==> src/rtl/core/text_to_integer_parser_defines.svh <==
// Assertion macros for the text to integer parser
`ifndef TEXT_TO_INTEGER_PARSER_DEFINES_SVH
`define TEXT_TO_INTEGER_PARSER_DEFINES_SVH

// Check that cons holds in the same cycle as ante
`define TTI_ASSERT_IMP(lbl, clk, rstn, ante, cons) \
  lbl: assert property (@(posedge clk) disable iff (!rstn) (ante) |-> (cons)) \
    else $error("tti: same-cycle check failed");

// Check that cons holds in the cycle after ante
`define TTI_ASSERT_NXT(lbl, clk, rstn, ante, cons) \
  lbl: assert property (@(posedge clk) disable iff (!rstn) (ante) |=> (cons)) \
    else $error("tti: next-cycle check failed");

`endif

==> src/rtl/core/tti_pkg.sv <==
`timescale 1ns / 1ps

package tti_pkg;

  localparam int ChW       = 8;
  localparam int ValueW    = 64;
  localparam int BaseW     = 6;
  localparam int DigitW    = 6;
  localparam int ProdW     = ValueW + BaseW + 1;
  localparam int ConsumedW = 16;
  localparam int RegIdxW   = 1;
  localparam int CountBitsDef = 16;

  localparam logic [RegIdxW-1:0] RegRadix  = 1'd0;
  localparam logic [RegIdxW-1:0] RegSigned = 1'd1;

  localparam logic [BaseW-1:0] RadixReset = 6'd10;
  localparam logic [BaseW-1:0] Base8      = 6'd8;
  localparam logic [BaseW-1:0] Base10     = 6'd10;
  localparam logic [BaseW-1:0] Base16     = 6'd16;
  localparam logic [BaseW-1:0] RadixMax   = 6'd36;
  localparam logic [BaseW-1:0] RadixAuto  = 6'd0;
  localparam logic [BaseW-1:0] RadixOne   = 6'd1;
  localparam logic [DigitW-1:0] NoDigit   = 6'd63;

  localparam logic [ChW-1:0] ChSpace = 8'h20;
  localparam logic [ChW-1:0] ChTab   = 8'h09;
  localparam logic [ChW-1:0] ChCr    = 8'h0d;
  localparam logic [ChW-1:0] ChPlus  = 8'h2b;
  localparam logic [ChW-1:0] ChMinus = 8'h2d;
  localparam logic [ChW-1:0] ChZero  = 8'h30;
  localparam logic [ChW-1:0] ChNine  = 8'h39;
  localparam logic [ChW-1:0] ChLowA  = 8'h61;
  localparam logic [ChW-1:0] ChLowZ  = 8'h7a;
  localparam logic [ChW-1:0] ChUpA   = 8'h41;
  localparam logic [ChW-1:0] ChUpZ   = 8'h5a;
  localparam logic [ChW-1:0] ChLowX  = 8'h78;
  localparam logic [ChW-1:0] ChUpX   = 8'h58;

  localparam logic [ValueW-1:0] SignedMax = {1'b0, {(ValueW-1){1'b1}}};
  localparam logic [ValueW-1:0] SignedMin = {1'b1, {(ValueW-1){1'b0}}};
  localparam logic [ValueW-1:0] UnsMax    = {ValueW{1'b1}};

  typedef enum logic [5:0] {
    PhIdle   = 6'b000001,
    PhWs1    = 6'b000010,
    PhWs2    = 6'b000100,
    PhZero   = 6'b001000,
    PhZeroX  = 6'b010000,
    PhDigits = 6'b100000
  } phase_e;

  typedef struct packed {
    logic [ValueW-1:0]    value;
    logic [ConsumedW-1:0] consumed;
    logic                 overflowed;
    logic                 no_digits;
  } res_t;

  typedef struct packed {
    logic              start;
    logic [ValueW-1:0] a;
    logic [BaseW-1:0]  b;
    logic [DigitW-1:0] d;
  } mul_req_t;

  typedef struct packed {
    logic             busy;
    logic             done;
    logic [ProdW-1:0] prod;
  } mul_rsp_t;

  function automatic logic is_blank(input logic [ChW-1:0] c);
    return (c == ChSpace) || ((c >= ChTab) && (c <= ChCr));
  endfunction

  function automatic logic [DigitW-1:0] digit_of(input logic [ChW-1:0] c);
    logic [DigitW-1:0] d;
    d = NoDigit;
    if ((c >= ChZero) && (c <= ChNine)) begin
      d = DigitW'(c - ChZero);
    end else if ((c >= ChLowA) && (c <= ChLowZ)) begin
      d = DigitW'(c - ChLowA) + DigitW'(10);
    end else if ((c >= ChUpA) && (c <= ChUpZ)) begin
      d = DigitW'(c - ChUpA) + DigitW'(10);
    end
    return d;
  endfunction

  function automatic logic [ValueW-1:0] limit_of(input logic sgn, input logic neg);
    logic [ValueW-1:0] l;
    l = UnsMax;
    if (sgn) begin
      l = neg ? SignedMin : SignedMax;
    end
    return l;
  endfunction

endpackage

==> src/rtl/core/tti_if.sv <==
`timescale 1ns / 1ps

interface tti_chr_if;
  import tti_pkg::*;
  logic           valid;
  logic           ready;
  logic [ChW-1:0] ch;
  logic           first;
  modport source (output valid, ch, first, input ready);
  modport sink   (input valid, ch, first, output ready);
endinterface

interface tti_res_if;
  import tti_pkg::*;
  logic                 valid;
  logic                 ready;
  logic [ValueW-1:0]    value;
  logic [ConsumedW-1:0] consumed;
  logic                 overflowed;
  logic                 no_digits;
  modport source (output valid, value, consumed, overflowed, no_digits, input ready);
  modport sink   (input valid, value, consumed, overflowed, no_digits, output ready);
endinterface

==> src/rtl/core/tti_mul.sv <==
`timescale 1ns / 1ps

module tti_mul (
  input  logic              clk_i,
  input  logic              rst_ni,
  input  tti_pkg::mul_req_t req_i,
  output tti_pkg::mul_rsp_t rsp_o
);
  import tti_pkg::*;

  localparam int AddStep  = BaseW;
  localparam int DoneStep = BaseW + 1;
  localparam int CntW     = $clog2(DoneStep + 1);

  logic              busy_q, busy_d;
  logic [CntW-1:0]   cnt_q, cnt_d;
  logic [ValueW-1:0] a_q, a_d;
  logic [BaseW-1:0]  b_q, b_d;
  logic [DigitW-1:0] d_q, d_d;
  logic [ProdW-1:0]  p_q, p_d;
  logic [ProdW-1:0]  sum_base;
  logic [ProdW-1:0]  sum_add;
  logic              add_step;
  logic              done;

  assign add_step = (cnt_q == CntW'(AddStep));
  assign done     = busy_q && (cnt_q == CntW'(DoneStep));

  // shared adder: shift-add over the base bits, then add the digit
  always_comb begin
    sum_base = add_step ? p_q : {p_q[ProdW-2:0], 1'b0};
    if (add_step) begin
      sum_add = ProdW'(d_q);
    end else if (b_q[BaseW-1]) begin
      sum_add = ProdW'(a_q);
    end else begin
      sum_add = '0;
    end
  end

  always_comb begin
    busy_d = busy_q;
    cnt_d  = cnt_q;
    a_d    = a_q;
    b_d    = b_q;
    d_d    = d_q;
    p_d    = p_q;
    if (req_i.start) begin
      busy_d = 1'b1;
      cnt_d  = '0;
      a_d    = req_i.a;
      b_d    = req_i.b;
      d_d    = req_i.d;
      p_d    = '0;
    end else if (done) begin
      busy_d = 1'b0;
    end else if (busy_q) begin
      p_d   = sum_base + sum_add;
      b_d   = {b_q[BaseW-2:0], 1'b0};
      cnt_d = cnt_q + CntW'(1);
    end
  end

  always_ff @(posedge clk_i or negedge rst_ni) begin
    if (!rst_ni) begin
      busy_q <= 1'b0;
      cnt_q  <= '0;
    end else begin
      busy_q <= busy_d;
      cnt_q  <= cnt_d;
    end
  end

  always_ff @(posedge clk_i) begin
    a_q <= a_d;
    b_q <= b_d;
    d_q <= d_d;
    p_q <= p_d;
  end

  assign rsp_o.busy = busy_q;
  assign rsp_o.done = done;
  assign rsp_o.prod = p_q;

endmodule

==> src/rtl/core/tti_parse.sv <==
`timescale 1ns / 1ps

module tti_parse #(
  parameter int CountBits = tti_pkg::CountBitsDef
) (
  input  logic                     clk_i,
  input  logic                     rst_ni,
  input  logic                     fire_i,
  input  logic [tti_pkg::ChW-1:0]  ch_i,
  input  logic                     first_i,
  input  logic [tti_pkg::BaseW-1:0] radix_i,
  input  logic                     signed_mode_i,
  output logic                     emit_o,
  output tti_pkg::res_t            res_o,
  output tti_pkg::mul_req_t        mul_req_o,
  input  tti_pkg::mul_rsp_t        mul_rsp_i
);
  import tti_pkg::*;

  localparam logic [CountBits-1:0] CountMax = {CountBits{1'b1}};

  phase_e               phase_q, w_phase;
  logic [ValueW-1:0]    accum_q, w_accum;
  logic                 sticky_q, w_sticky;
  logic                 neg_q, w_neg;
  logic [BaseW-1:0]     base_q, w_base;
  logic [CountBits-1:0] count_q, w_count;
  logic                 seen_q, w_seen;

  logic                 active;
  logic                 try_start;
  logic                 try_digit;
  logic                 do_emit;
  logic                 drop_last;
  logic                 do_mul;
  logic                 inc;
  logic [DigitW-1:0]    dig;
  logic [CountBits-1:0] cnt;
  logic [31:0]          cnt_ext;
  logic                 over;
  logic [ValueW-1:0]    fin_limit;

  assign dig    = digit_of(ch_i);
  assign active = first_i || (phase_q != PhIdle);

  always_comb begin
    w_phase   = first_i ? PhWs1 : phase_q;
    w_accum   = first_i ? '0 : accum_q;
    w_sticky  = first_i ? 1'b0 : sticky_q;
    w_neg     = first_i ? 1'b0 : neg_q;
    w_base    = first_i ? Base10 : base_q;
    w_count   = first_i ? '0 : count_q;
    w_seen    = first_i ? 1'b0 : seen_q;
    try_start = 1'b0;
    try_digit = 1'b0;
    do_emit   = 1'b0;
    drop_last = 1'b0;
    do_mul    = 1'b0;
    inc       = 1'b0;

    if (active) begin
      unique case (w_phase)
        PhIdle: begin
        end
        PhWs1: begin
          if (is_blank(ch_i)) begin
            inc = 1'b1;
          end else if ((ch_i == ChPlus) || (ch_i == ChMinus)) begin
            w_neg   = (ch_i == ChMinus);
            inc     = 1'b1;
            w_phase = PhWs2;
          end else begin
            try_start = 1'b1;
          end
        end
        PhWs2: begin
          if (is_blank(ch_i)) begin
            inc = 1'b1;
          end else begin
            try_start = 1'b1;
          end
        end
        PhZero: begin
          if ((ch_i == ChLowX) || (ch_i == ChUpX)) begin
            inc     = 1'b1;
            w_phase = PhZeroX;
          end else begin
            w_phase   = PhDigits;
            try_digit = 1'b1;
          end
        end
        PhZeroX: begin
          if (dig < Base16) begin
            w_base    = Base16;
            w_phase   = PhDigits;
            try_digit = 1'b1;
          end else begin
            do_emit   = 1'b1;
            drop_last = 1'b1;
          end
        end
        PhDigits: begin
          try_digit = 1'b1;
        end
        default: begin
          w_phase = PhIdle;
        end
      endcase
    end

    if (try_start) begin
      if ((radix_i == RadixOne) || (radix_i > RadixMax)) begin
        do_emit = 1'b1;
      end else if ((ch_i == ChZero) && ((radix_i == RadixAuto) || (radix_i == Base16))) begin
        w_base  = (radix_i == RadixAuto) ? Base8 : Base16;
        w_accum = '0;
        w_seen  = 1'b1;
        inc     = 1'b1;
        w_phase = PhZero;
      end else begin
        w_base    = (radix_i == RadixAuto) ? Base10 : radix_i;
        w_phase   = PhDigits;
        try_digit = 1'b1;
      end
    end

    if (try_digit) begin
      if ((dig >= w_base) || (w_base < Base8 && w_base < 6'd2)) begin
        do_emit = 1'b1;
      end else begin
        do_mul = 1'b1;
      end
    end

    if (inc && (w_count != CountMax)) begin
      w_count = w_count + CountBits'(1);
    end

    if (do_emit) begin
      w_phase = PhIdle;
    end
  end

  // result of an emitting character
  always_comb begin
    cnt = w_seen ? w_count : '0;
    if (drop_last && (cnt != CountMax) && (cnt != '0)) begin
      cnt = cnt - CountBits'(1);
    end
    cnt_ext = 32'(cnt);
    if (w_sticky) begin
      res_o.value = limit_of(signed_mode_i, w_neg);
    end else if (w_neg) begin
      res_o.value = ValueW'(0) - w_accum;
    end else begin
      res_o.value = w_accum;
    end
    res_o.consumed   = cnt_ext[ConsumedW-1:0];
    res_o.overflowed = w_sticky;
    res_o.no_digits  = !w_seen;
  end

  assign emit_o = do_emit;

  assign mul_req_o.start = fire_i && do_mul;
  assign mul_req_o.a     = w_accum;
  assign mul_req_o.b     = w_base;
  assign mul_req_o.d     = dig;

  assign fin_limit = limit_of(signed_mode_i, neg_q);
  assign over      = mul_rsp_i.prod > ProdW'(fin_limit);

  always_ff @(posedge clk_i or negedge rst_ni) begin
    if (!rst_ni) begin
      phase_q  <= PhIdle;
      accum_q  <= '0;
      sticky_q <= 1'b0;
      neg_q    <= 1'b0;
      base_q   <= Base10;
      count_q  <= '0;
      seen_q   <= 1'b0;
    end else if (fire_i) begin
      phase_q  <= w_phase;
      accum_q  <= w_accum;
      sticky_q <= w_sticky;
      neg_q    <= w_neg;
      base_q   <= w_base;
      count_q  <= w_count;
      seen_q   <= w_seen;
    end else if (mul_rsp_i.done) begin
      if (over) begin
        sticky_q <= 1'b1;
      end else if (!sticky_q) begin
        accum_q <= mul_rsp_i.prod[ValueW-1:0];
      end
      seen_q <= 1'b1;
      if (count_q != CountMax) begin
        count_q <= count_q + CountBits'(1);
      end
    end
  end

endmodule

==> src/rtl/core/text_to_integer_parser.sv <==
`timescale 1ns / 1ps
// Channel   Dir  Role    Payload
// chr_i     in   sink    ch, first
// res_o     out  source  value, consumed, overflowed, no_digits
// cfg_*_i   in   write   cfg_idx_i selects radix or signed_mode
//
// A blank, sign, prefix or terminating character does not use the multiplier.
// A digit is handled in steps: 6 shift-add passes of the shared 71-bit adder
// over the base bits, one pass adding the digit, one limit compare; no character is taken meanwhile.
// Reset clears the parse state and loads radix 10, unsigned mode.
// A character that ends a number is held off while the result register is full.

`include "text_to_integer_parser_defines.svh"

module text_to_integer_parser #(
  parameter int CountBits = tti_pkg::CountBitsDef
) (
  input  logic                        clk_i,
  input  logic                        rst_ni,
  tti_chr_if.sink                     chr_i,
  tti_res_if.source                   res_o,
  input  logic                        cfg_we_i,
  input  logic [tti_pkg::RegIdxW-1:0] cfg_idx_i,
  input  logic [tti_pkg::BaseW-1:0]   cfg_data_i
);
  import tti_pkg::*;

  logic [BaseW-1:0] radix_val_q;
  logic             signed_q;
  logic             in_fire;
  logic             emit;
  res_t             res;
  mul_req_t         mul_req;
  mul_rsp_t         mul_rsp;
  logic             out_valid_q;
  res_t             out_q;

  always_ff @(posedge clk_i or negedge rst_ni) begin
    if (!rst_ni) begin
      radix_val_q <= RadixReset;
      signed_q    <= 1'b0;
    end else if (cfg_we_i) begin
      if (cfg_idx_i == RegRadix) begin
        radix_val_q <= cfg_data_i;
      end else if (cfg_idx_i == RegSigned) begin
        signed_q <= cfg_data_i[0];
      end
    end
  end

  assign chr_i.ready = !mul_rsp.busy && (!out_valid_q || res_o.ready || !emit);
  assign in_fire     = chr_i.valid && chr_i.ready;

  tti_parse #(
    .CountBits(CountBits)
  ) u_parse (
    .clk_i        (clk_i),
    .rst_ni       (rst_ni),
    .fire_i       (in_fire),
    .ch_i         (chr_i.ch),
    .first_i      (chr_i.first),
    .radix_i      (radix_val_q),
    .signed_mode_i(signed_q),
    .emit_o       (emit),
    .res_o        (res),
    .mul_req_o    (mul_req),
    .mul_rsp_i    (mul_rsp)
  );

  tti_mul u_mul (
    .clk_i (clk_i),
    .rst_ni(rst_ni),
    .req_i (mul_req),
    .rsp_o (mul_rsp)
  );

  always_ff @(posedge clk_i or negedge rst_ni) begin
    if (!rst_ni) begin
      out_valid_q <= 1'b0;
    end else if (in_fire && emit) begin
      out_valid_q <= 1'b1;
    end else if (res_o.ready) begin
      out_valid_q <= 1'b0;
    end
  end

  always_ff @(posedge clk_i) begin
    if (in_fire && emit) begin
      out_q <= res;
    end
  end

  assign res_o.valid      = out_valid_q;
  assign res_o.value      = out_q.value;
  assign res_o.consumed   = out_q.consumed;
  assign res_o.overflowed = out_q.overflowed;
  assign res_o.no_digits  = out_q.no_digits;

  `TTI_ASSERT_IMP(a_busy_blocks_input, clk_i, rst_ni, mul_rsp.busy, !chr_i.ready)
  `TTI_ASSERT_IMP(a_emit_has_room, clk_i, rst_ni, in_fire && emit, !out_valid_q || res_o.ready)
  `TTI_ASSERT_NXT(a_digit_starts_unit, clk_i, rst_ni, mul_req.start, mul_rsp.busy)
  `TTI_ASSERT_NXT(a_no_spurious_result, clk_i, rst_ni, !out_valid_q && !(in_fire && emit), !out_valid_q)

endmodule

==> src/flat_wrapper.sv <==
// flat-port wrapper written by rule: the top's interface ports become plain ports
module text_to_integer_parser_flat import tti_pkg::*;
#(
  parameter int CountBits = tti_pkg::CountBitsDef
)
  (clk_i, rst_ni, cfg_we_i, cfg_idx_i, cfg_data_i, chr_i_valid, chr_i_ch, chr_i_first, chr_i_ready, res_o_valid, res_o_value, res_o_consumed, res_o_overflowed, res_o_no_digits, res_o_ready);
  tti_chr_if chr_i_i ();
  tti_res_if res_o_i ();
  input  logic clk_i;
  input  logic rst_ni;
  input  logic cfg_we_i;
  input  logic [tti_pkg::RegIdxW-1:0] cfg_idx_i;
  input  logic [tti_pkg::BaseW-1:0] cfg_data_i;
  input wire logic [$bits(chr_i_i.valid)-1:0] chr_i_valid;
  input wire logic [$bits(chr_i_i.ch)-1:0] chr_i_ch;
  input wire logic [$bits(chr_i_i.first)-1:0] chr_i_first;
  output wire logic [$bits(chr_i_i.ready)-1:0] chr_i_ready;
  output wire logic [$bits(res_o_i.valid)-1:0] res_o_valid;
  output wire logic [$bits(res_o_i.value)-1:0] res_o_value;
  output wire logic [$bits(res_o_i.consumed)-1:0] res_o_consumed;
  output wire logic [$bits(res_o_i.overflowed)-1:0] res_o_overflowed;
  output wire logic [$bits(res_o_i.no_digits)-1:0] res_o_no_digits;
  input wire logic [$bits(res_o_i.ready)-1:0] res_o_ready;
  assign chr_i_i.valid = chr_i_valid;
  assign chr_i_i.ch = chr_i_ch;
  assign chr_i_i.first = chr_i_first;
  assign chr_i_ready = chr_i_i.ready;
  assign res_o_valid = res_o_i.valid;
  assign res_o_value = res_o_i.value;
  assign res_o_consumed = res_o_i.consumed;
  assign res_o_overflowed = res_o_i.overflowed;
  assign res_o_no_digits = res_o_i.no_digits;
  assign res_o_i.ready = res_o_ready;
  text_to_integer_parser #(.CountBits(CountBits)) u_core (.clk_i(clk_i), .rst_ni(rst_ni), .chr_i(chr_i_i), .res_o(res_o_i), .cfg_we_i(cfg_we_i), .cfg_idx_i(cfg_idx_i), .cfg_data_i(cfg_data_i));
endmodule
==> config.mk <==
export PLATFORM = sky130hd
export DESIGN_NAME = text_to_integer_parser_flat
export DESIGN_NICKNAME = d
export VERILOG_FILES = /design/src/rtl/core/tti_pkg.sv /design/src/rtl/core/tti_if.sv /design/src/rtl/core/tti_mul.sv /design/src/rtl/core/tti_parse.sv /design/src/rtl/core/text_to_integer_parser.sv /design/src/flat_wrapper.sv
export VERILOG_INCLUDE_DIRS = /design/src /design/src/rtl/core
export SDC_FILE = /design/constraint.sdc
export NUM_CORES = 1
export LEC_CHECK = 0
export BUFFER_PORTS_ARGS = -buffer_cell sky130_fd_sc_hd__buf_2
export CORE_MARGIN = 2
export CORE_UTILIZATION = 40
export DETAILED_ROUTE_END_ITERATION = 16
export GPL_ROUTABILITY_DRIVEN = 0
export PLACE_DENSITY_LB_ADDON = 0.3
export SYNTH_ARGS = -nofsm -noshare
export SYNTH_HDL_FRONTEND = slang
export SYNTH_SLANG_ARGS = --single-unit
export TNS_END_PERCENT = 50
==> constraint.sdc <==
create_clock -name clk_i -period 11 [get_ports clk_i]
set_clock_uncertainty 0.15 [all_clocks]
set_input_delay 2.2 -clock clk_i [delete_from_list [all_inputs] [get_ports clk_i]]
set_output_delay 2.2 -clock clk_i [all_outputs]
set_load 0.02 [all_outputs]
==> results.ini, run 1 <==
[worst_setup_path]
crit_path_end_kind = output pin
arrival_ps = 6930
reg2reg_depth = 22
crit_family = compound AO/OA/AOI/OAI gates
critical_path_class = in -> out
path_buf_inv = 4
critical_path.max_stage_delay_ps = 620
path_cells = buf_2, inv_1, ha_1, nor4b_1, nor3b_1, or2_2, o211ai_1, nand3_1, nor4bb_1, a21oi_1, inv_1, ha_1, nand2b_1, a21oi_1, a21o_1, o41ai_1, a21o_1, a21boi_0, nor2_1, nor2_1, buf_2
worst_ep_required_time_ps = 8650
critPathLaunchType = input pin
crit_slowest_cell = a21boi_0
path_depth = 21
crit_fanout = 9

[power]
clkPwrFrac = 0.224
peakVddDrop_mv = 0.145
seqPwrFrac = 0.318
power.total_mw = 6.18
p_comb_frac = 0.458
power_per_cell_area_nw_per_um2 = 242
power_leakage_nw = 11.5
p_switching_mw = 2.72
internal_power_mw = 3.46
p_sw_frac = 0.440

[routing]
first_pass_iters = 8
wirelength_um = 70400
drc_errors = 0
antenna_left = 0
num_vias = 20800
drt_iter0_markers = 2041
wl_per_cell_um = 20.0
vias_per_cell = 5.92

[run]
drv_cap = 0

[status]
outcome = complete, no violations

[synthesis]
synth-compound-area-share = 0.208
synth-simple-area-share = 0.223
syn_nets = 2898
ys_warn_count = 0
netlist_area_um2 = 23100
synth-xor-area-share = 0.0553
synth_fa_ha_area_frac = 0.0826
synth_top_family_by_area = simple AND/OR/NAND/NOR gates
yosysSeqAreaShare = 0.383
synth-edff-count = 158
async_reset_ff_frac = 0.318
synth-main-ff-cell = edfxtp_1
ys_types = 89
syn_inst = 2725
ys_ff_latch = 336
synthMuxAreaShare = 0.00595
avgSynthCellArea_um2 = 8.49

[cells_and_area]
seq_area_um2 = 8850
area_growth_pct = 10.4
mostFrequentLayoutCell = nand2_1
fillers = 5566
finalNetCount = 2896
mostFrequentLayoutCells = 457 x nand2_1, 244 x a21oi_1, 213 x nor2_1, 158 x edfxtp_1, 151 x ha_1
multiInputGateArea_um2 = 13400
drive_above_1_share = 0.0879
diodes = 0

[clocking]
numCtsBuffers = 39
cts_resized = 0
cts_setup_buffers = 0
cts_htree_levels = 2
cts_tree = yes
clk_latency_ps = 570
postCtsHoldBufs = 0
clkSinkCount = 336
cts-root-buf = clkbuf_16
clk_pin_slew_ps = 60
cts_buffer_depth = 3

[timing]
finalSetupViolCount = 0
slew_viol_final = 0
period_needed_ps = 9280
grt_setup_unrepaired = false
tightest_slew_ps = 1210
setup_ws_ps = 1720
max_slew_margin = 0.189
period_share = 0.844
finalHoldViolations = 0
setup_total_negative_slack_ps = 0
fmax_mhz = 108

[placement]
hpwl_um = 48600
pre_cts_ws_ps = 1830
numPortBuffers = 104

[global_routing]
grtUsageMet1 = 0.327
antenna_found_initial = 1
grt_pass1_vias = 20000
grt_usage = 0.231
use_met2 = 0.355
grt_pass1_wl_um = 111000
grt_util_met3 = 0.0348
top_usage_layer = met2
overflow = 0
grt_max_degree = 160

[worst_hold_path]
whs_path_depth = 2
hold_class = reg -> reg

[floorplanning]
core_um2 = 57500
die_w_um = 244
fp.dieH_um = 244
die_area_um2 = 59700
num_rows = 88
floorplan.initialDensity = 0.402
ios = 105

sequential cells by signal, summed over array words and instances (netlist names), 16 cells and up:
signal	count
u_core.res_o.consumed	16
u_core.u_parse.accum_q	64
u_core.res_o.value	64
u_core.u_parse.count_q	16
u_core.u_mul.a_q	64
u_core.u_mul.p_q	71
Yosys cell counts (all sizes together), types with 27 or more instances:
library cell,instances,share of area
xnor2,103,0.039
clkbuf,147,0.024
buf,27,0.0070
dfrtp,102,0.11
a21o,79,0.026
nor2,216,0.035
ha,151,0.082
o21ai,150,0.032
and3,116,0.032
nor3,46,0.010
nor2b,30,0.0081
inv,66,0.011
dfxtp,71,0.061
nand3,54,0.012
nand2,459,0.075
a21oi,245,0.053
nand2b,29,0.0078
nand4,39,0.011
a22o,71,0.027
edfxtp,158,0.21
xor2,43,0.016
cell type report:
type,instances,area share
Clock inverter,20,0.00922
Inverter,67,0.00985
Multi-Input combinational cell,2148,0.525
Timing Repair Buffer,131,0.0289
Tap cell,765,0.0375
Sequential cell,336,0.347
Clock buffer,52,0.0429
cell families (layout without fill, tap and decap cells):
group                      count (synthesis)  after routing
muxes                                     13             13
xor gates and xnor gates                 146            146
buffers and inverters                    241            270
DFF                                      336            336
and+or+nand+nor                         1095           1095
adders and majority gates                152            152
AOI/OAI and AO/OA                        742            742
worst paths after layout:
kind,start,endpoint,slack (ps)
worst max register to register,u_core.u_mul.cnt_q[0]$_DFFE_PN0P_,u_core.u_mul.p_q[70]$_SDFFE_PN0P_,4240
min in group asynchronous,rst_ni,u_core.u_parse.count_q[6]$_DFFE_PN0P_,1540
worst min-delay path,u_core.u_mul.p_q[0]$_SDFFE_PN0P_,u_core.u_mul.p_q[0]$_SDFFE_PN0P_,330
max in group asynchronous,rst_ni,u_core.u_parse.accum_q[27]$_DFFE_PN0P_,7880
worst min register to register,u_core.u_mul.p_q[0]$_SDFFE_PN0P_,u_core.u_mul.p_q[0]$_SDFFE_PN0P_,330
worst max-delay path,chr_i_ch[1],chr_i_ready,1720
through the flow:
stage               instances  hold WS, ps  cell area, µm²  utilization
floorplan                2725          291           23100            -
global placement         3447          309           24200        0.421
detailed placement       3447          322           24200        0.421
CTS                      3519          330           25500        0.444
global route             3519          359           25500        0.444
finish                   3519          328           25500        0.444
layer usage:
metal	vias to the layer above	share of wire
li1	9830	-
met1	10000	0.46
met2	836	0.44
met3	150	0.073
met4	0	0.034
met5	-	0
worst register-to-register path, cell delays in order (launching register included):
cell and delay, ps:
dfrtp_1 400, inv_1 70, ha_1 210, and2_2 150
buf_4 680, nand2_1 130, nand2_1 90, ha_1 200
inv_1 70, fa_1 380, nor2b_1 190, o211ai_1 140
a31oi_1 510, a2111oi_0 210, buf_4 200, o31ai_1 690
a2111oi_0 350, o21ai_0 370, a41oi_1 190, a21oi_1 580
o21ai_0 300, a21oi_1 220, o311ai_0 120
power groups by stage:
stage | Clock (mW) | Sequential, mW | Combinational [mW]
floorplan | 0 | 1.91 | 2.04
global placement | 0 | 1.97 | 2.73
detailed placement | 0 | 1.98 | 2.78
CTS | 1.41 | 1.96 | 2.80
global route | 1.45 | 2.00 | 3.15
finish | 1.38 | 1.97 | 2.83
No activity file was read; power rests on OpenSTA's default activity.
==> inputs of run 2 (changes only) <==
==> constraint.sdc (replaced) <==
create_clock -name clk_i -period 7.4 [get_ports clk_i]
set_clock_uncertainty 0.15 [all_clocks]
set_input_delay 1.48 -clock clk_i [delete_from_list [all_inputs] [get_ports clk_i]]
set_output_delay 1.48 -clock clk_i [all_outputs]
set_load 0.02 [all_outputs]
==> run 2 against run 1 <==
Compared with the run above: the flow now finishes with violations (capacitance limit, slew limit); global-route usage fell by 0.17 points; sequential share of layout area decreased by 0.093 points; total power is 49% higher; worst hold slack improved by 8.0 ps; clock power increased by 46%; die area is the same; cell count is 0.20% higher; via count barely moved; sequential cell count is the same; critical path type unchanged; highest routed layer unchanged.
==> results.ini, run 2 (synthesis results as in run 1) <==
[status]
outcome = finished, violations left
failed_checks = capacitance limit, slew limit

[floorplanning]
floorplan.initialDensity = 0.402  ; unchanged
fp.dieH_um = 244  ; unchanged
die_area_um2 = 59700  ; unchanged
core_um2 = 57500  ; unchanged
die_w_um = 244  ; unchanged
ios = 105  ; unchanged
num_rows = 88  ; unchanged

[timing]
max_slew_margin = -0.0614  ; -0.250
fmax_mhz = 143
setup_ws_ps = 407  ; -1310 ps
slew_viol_final = 4  ; +4
tightest_slew_ps = 1550  ; +346 ps
grt_setup_unrepaired = false
finalHoldViolations = 0  ; unchanged
period_share = 0.945
finalSetupViolCount = 0  ; unchanged
setup_total_negative_slack_ps = 0  ; unchanged
whs_ps = 336  ; +8.03 ps
period_needed_ps = 6990

[placement]
numPortBuffers = 104  ; unchanged
hpwl_um = 48700  ; +0.21%
post_dp_cell_area_um2 = 24300  ; +0.33%
pre_cts_ws_ps = 129  ; -1700 ps

[worst_setup_path]
arrival_ps = 5360  ; -1570 ps
critPathLaunchType = input pin
crit_slowest_cell = or2_2
path_buf_inv = 4  ; unchanged
worst_ep_required_time_ps = 5770  ; -2880 ps
path_cells = buf_2, inv_1, ha_1, nor4b_4, nor3b_1, or2_2, o211ai_1, nand3_2, nor4bb_1, a21oi_1, inv_1, ha_1, nand2b_1, a21oi_1, a21o_1, o41ai_1, a21o_1, a21boi_1, nor2_1, nor2_1, buf_2
crit_family = compound AO/OA/AOI/OAI gates
crit_path_end_kind = output pin
crit_fanout = 9  ; unchanged
critical_path_class = in -> out
critical_path.max_stage_delay_ps = 320  ; -300 ps

[cells_and_area]
drive_above_1_share = 0.0913  ; +0.00340
mostFrequentLayoutCells = 457 x nand2_1, 244 x a21oi_1, 213 x nor2_1, 158 x edfxtp_1, 151 x ha_1
diodes = 0  ; unchanged
largest_reg_flops = 71  ; unchanged
area_growth_pct = 10.7
design_area_um2 = 25600  ; +0.27%
mostFrequentLayoutCell = nand2_1
finalNetCount = 2905  ; +0.31%
top_register = u_core.u_mul.p_q

[clocking]
clkSinkCount = 336  ; unchanged
cts_buffer_depth = 3  ; unchanged
postCtsHoldBufs = 0  ; unchanged
cts-root-buf = clkbuf_16
clk_pin_slew_ps = 60  ; about the same
cts_tree = yes
clk_latency_ps = 570  ; about the same
numCtsBuffers = 39  ; unchanged
cts_htree_levels = 2  ; unchanged

[routing]
first_pass_iters = 5  ; -3
wl_met3_um = 5430  ; +6.1%
wirelength_um = 69600  ; -1.2%
wl_met2_um = 30000  ; -2.3%
vias_per_cell = 5.91  ; -0.12%
drt_iter0_markers = 2149  ; +5.3%
met1Wirelength_um = 32100  ; -0.61%
drc_errors = 0  ; unchanged
num_vias = 20800  ; +0.082%
antenna_left = 0  ; unchanged
highest_layer = met4
wl_per_cell_um = 19.7  ; -1.4%

[run]
drv_cap = 1  ; +1

[worst_hold_path]
hold_class = reg -> reg

[global_routing]
grt_max_degree = 104  ; -35%
grt_usage = 0.229  ; -0.00169
grt_pass1_vias = 19500  ; -2.9%
grt_pass1_wl_um = 110000  ; -0.62%
antenna_found_initial = 0  ; -1
overflow = 0  ; unchanged

[power]
power_leakage_nw = 11.5  ; +0.31%
peakVddDrop_mv = 0.251  ; +72%
power_per_cell_area_nw_per_um2 = 359  ; +48%

==> run 2: repair_timing <==
| item | 4_1_cts | 5_1_grt |
|---|---|---|
| resized for setup | 0 | 4 |
| setup buffers | 0 | 2 |
| setup endpoints to repair | 0 | 1 |
==> run 2: final cells by class <==
class / instances / area [µm²]
Fill cell: 5589 / 31900
Multi-Input combinational cell: 2148 / 13400
Sequential cell: 336 / 8850
Clock buffer: 50 / 1050
Tap cell: 765 / 957
Timing Repair Buffer: 140 / 831
Inverter: 67 / 251
Clock inverter: 20 / 239
==> run 2: worst paths after layout <==
check / cells after the start / from / endpoint / slack (ps)
min: 2 / u_core.u_mul.p_q[0]$_SDFFE_PN0P_ / u_core.u_mul.p_q[0]$_SDFFE_PN0P_ / 340
min reg2reg: 2 / u_core.u_mul.p_q[0]$_SDFFE_PN0P_ / u_core.u_mul.p_q[0]$_SDFFE_PN0P_ / 340
min in group asynchronous: 1 / rst_ni / u_core.u_parse.count_q[6]$_DFFE_PN0P_ / 830
max reg2reg: 18 / u_core.u_mul.cnt_q[0]$_DFFE_PN0P_ / u_core.u_mul.p_q[70]$_SDFFE_PN0P_ / 590
max in group asynchronous: 2 / rst_ni / u_core.u_parse.accum_q[20]$_DFFE_PN0P_ / 5000
max: 21 / chr_i_ch[1] / chr_i_ready / 410
==> run 2: tightest hold or removal path, stage by stage, from the launching register on <==
cell	delay, ps
dfxtp_1	330
nand2_1	60
a21oi_1	50
==> run 2: where the power goes <==
part	internal [mW]	switching (mW)	leakage, nW
Combinational	1.54	2.72	7.36
Clock	1.18	0.828	0.627
Sequential	2.42	0.493	3.56
==> run 2: stage by stage <==
| step | utilization | cells | power [mW] |
|---|---|---|---|
| 2_1_floorplan | - | 2725 | 5.87 |
| 3_3_place_gp | 0.422 | 3454 | 6.99 |
| 3_5_place_dp | 0.422 | 3454 | 7.07 |
| 4_1_cts | 0.445 | 3524 | 9.13 |
| 5_1_grt | 0.445 | 3526 | 9.80 |
| 6_report | 0.445 | 3526 | 9.18 |
==> run 2: metal layers <==
| metal | GRT usage | vias up |
|---|---|---|
| met5 | 0 | - |
| met4 | 0.0735 | 0 |
| met3 | 0.0449 | 126 |
| met2 | 0.345 | 823 |
| met1 | 0.329 | 10100 |
| li1 | - | 9820 |
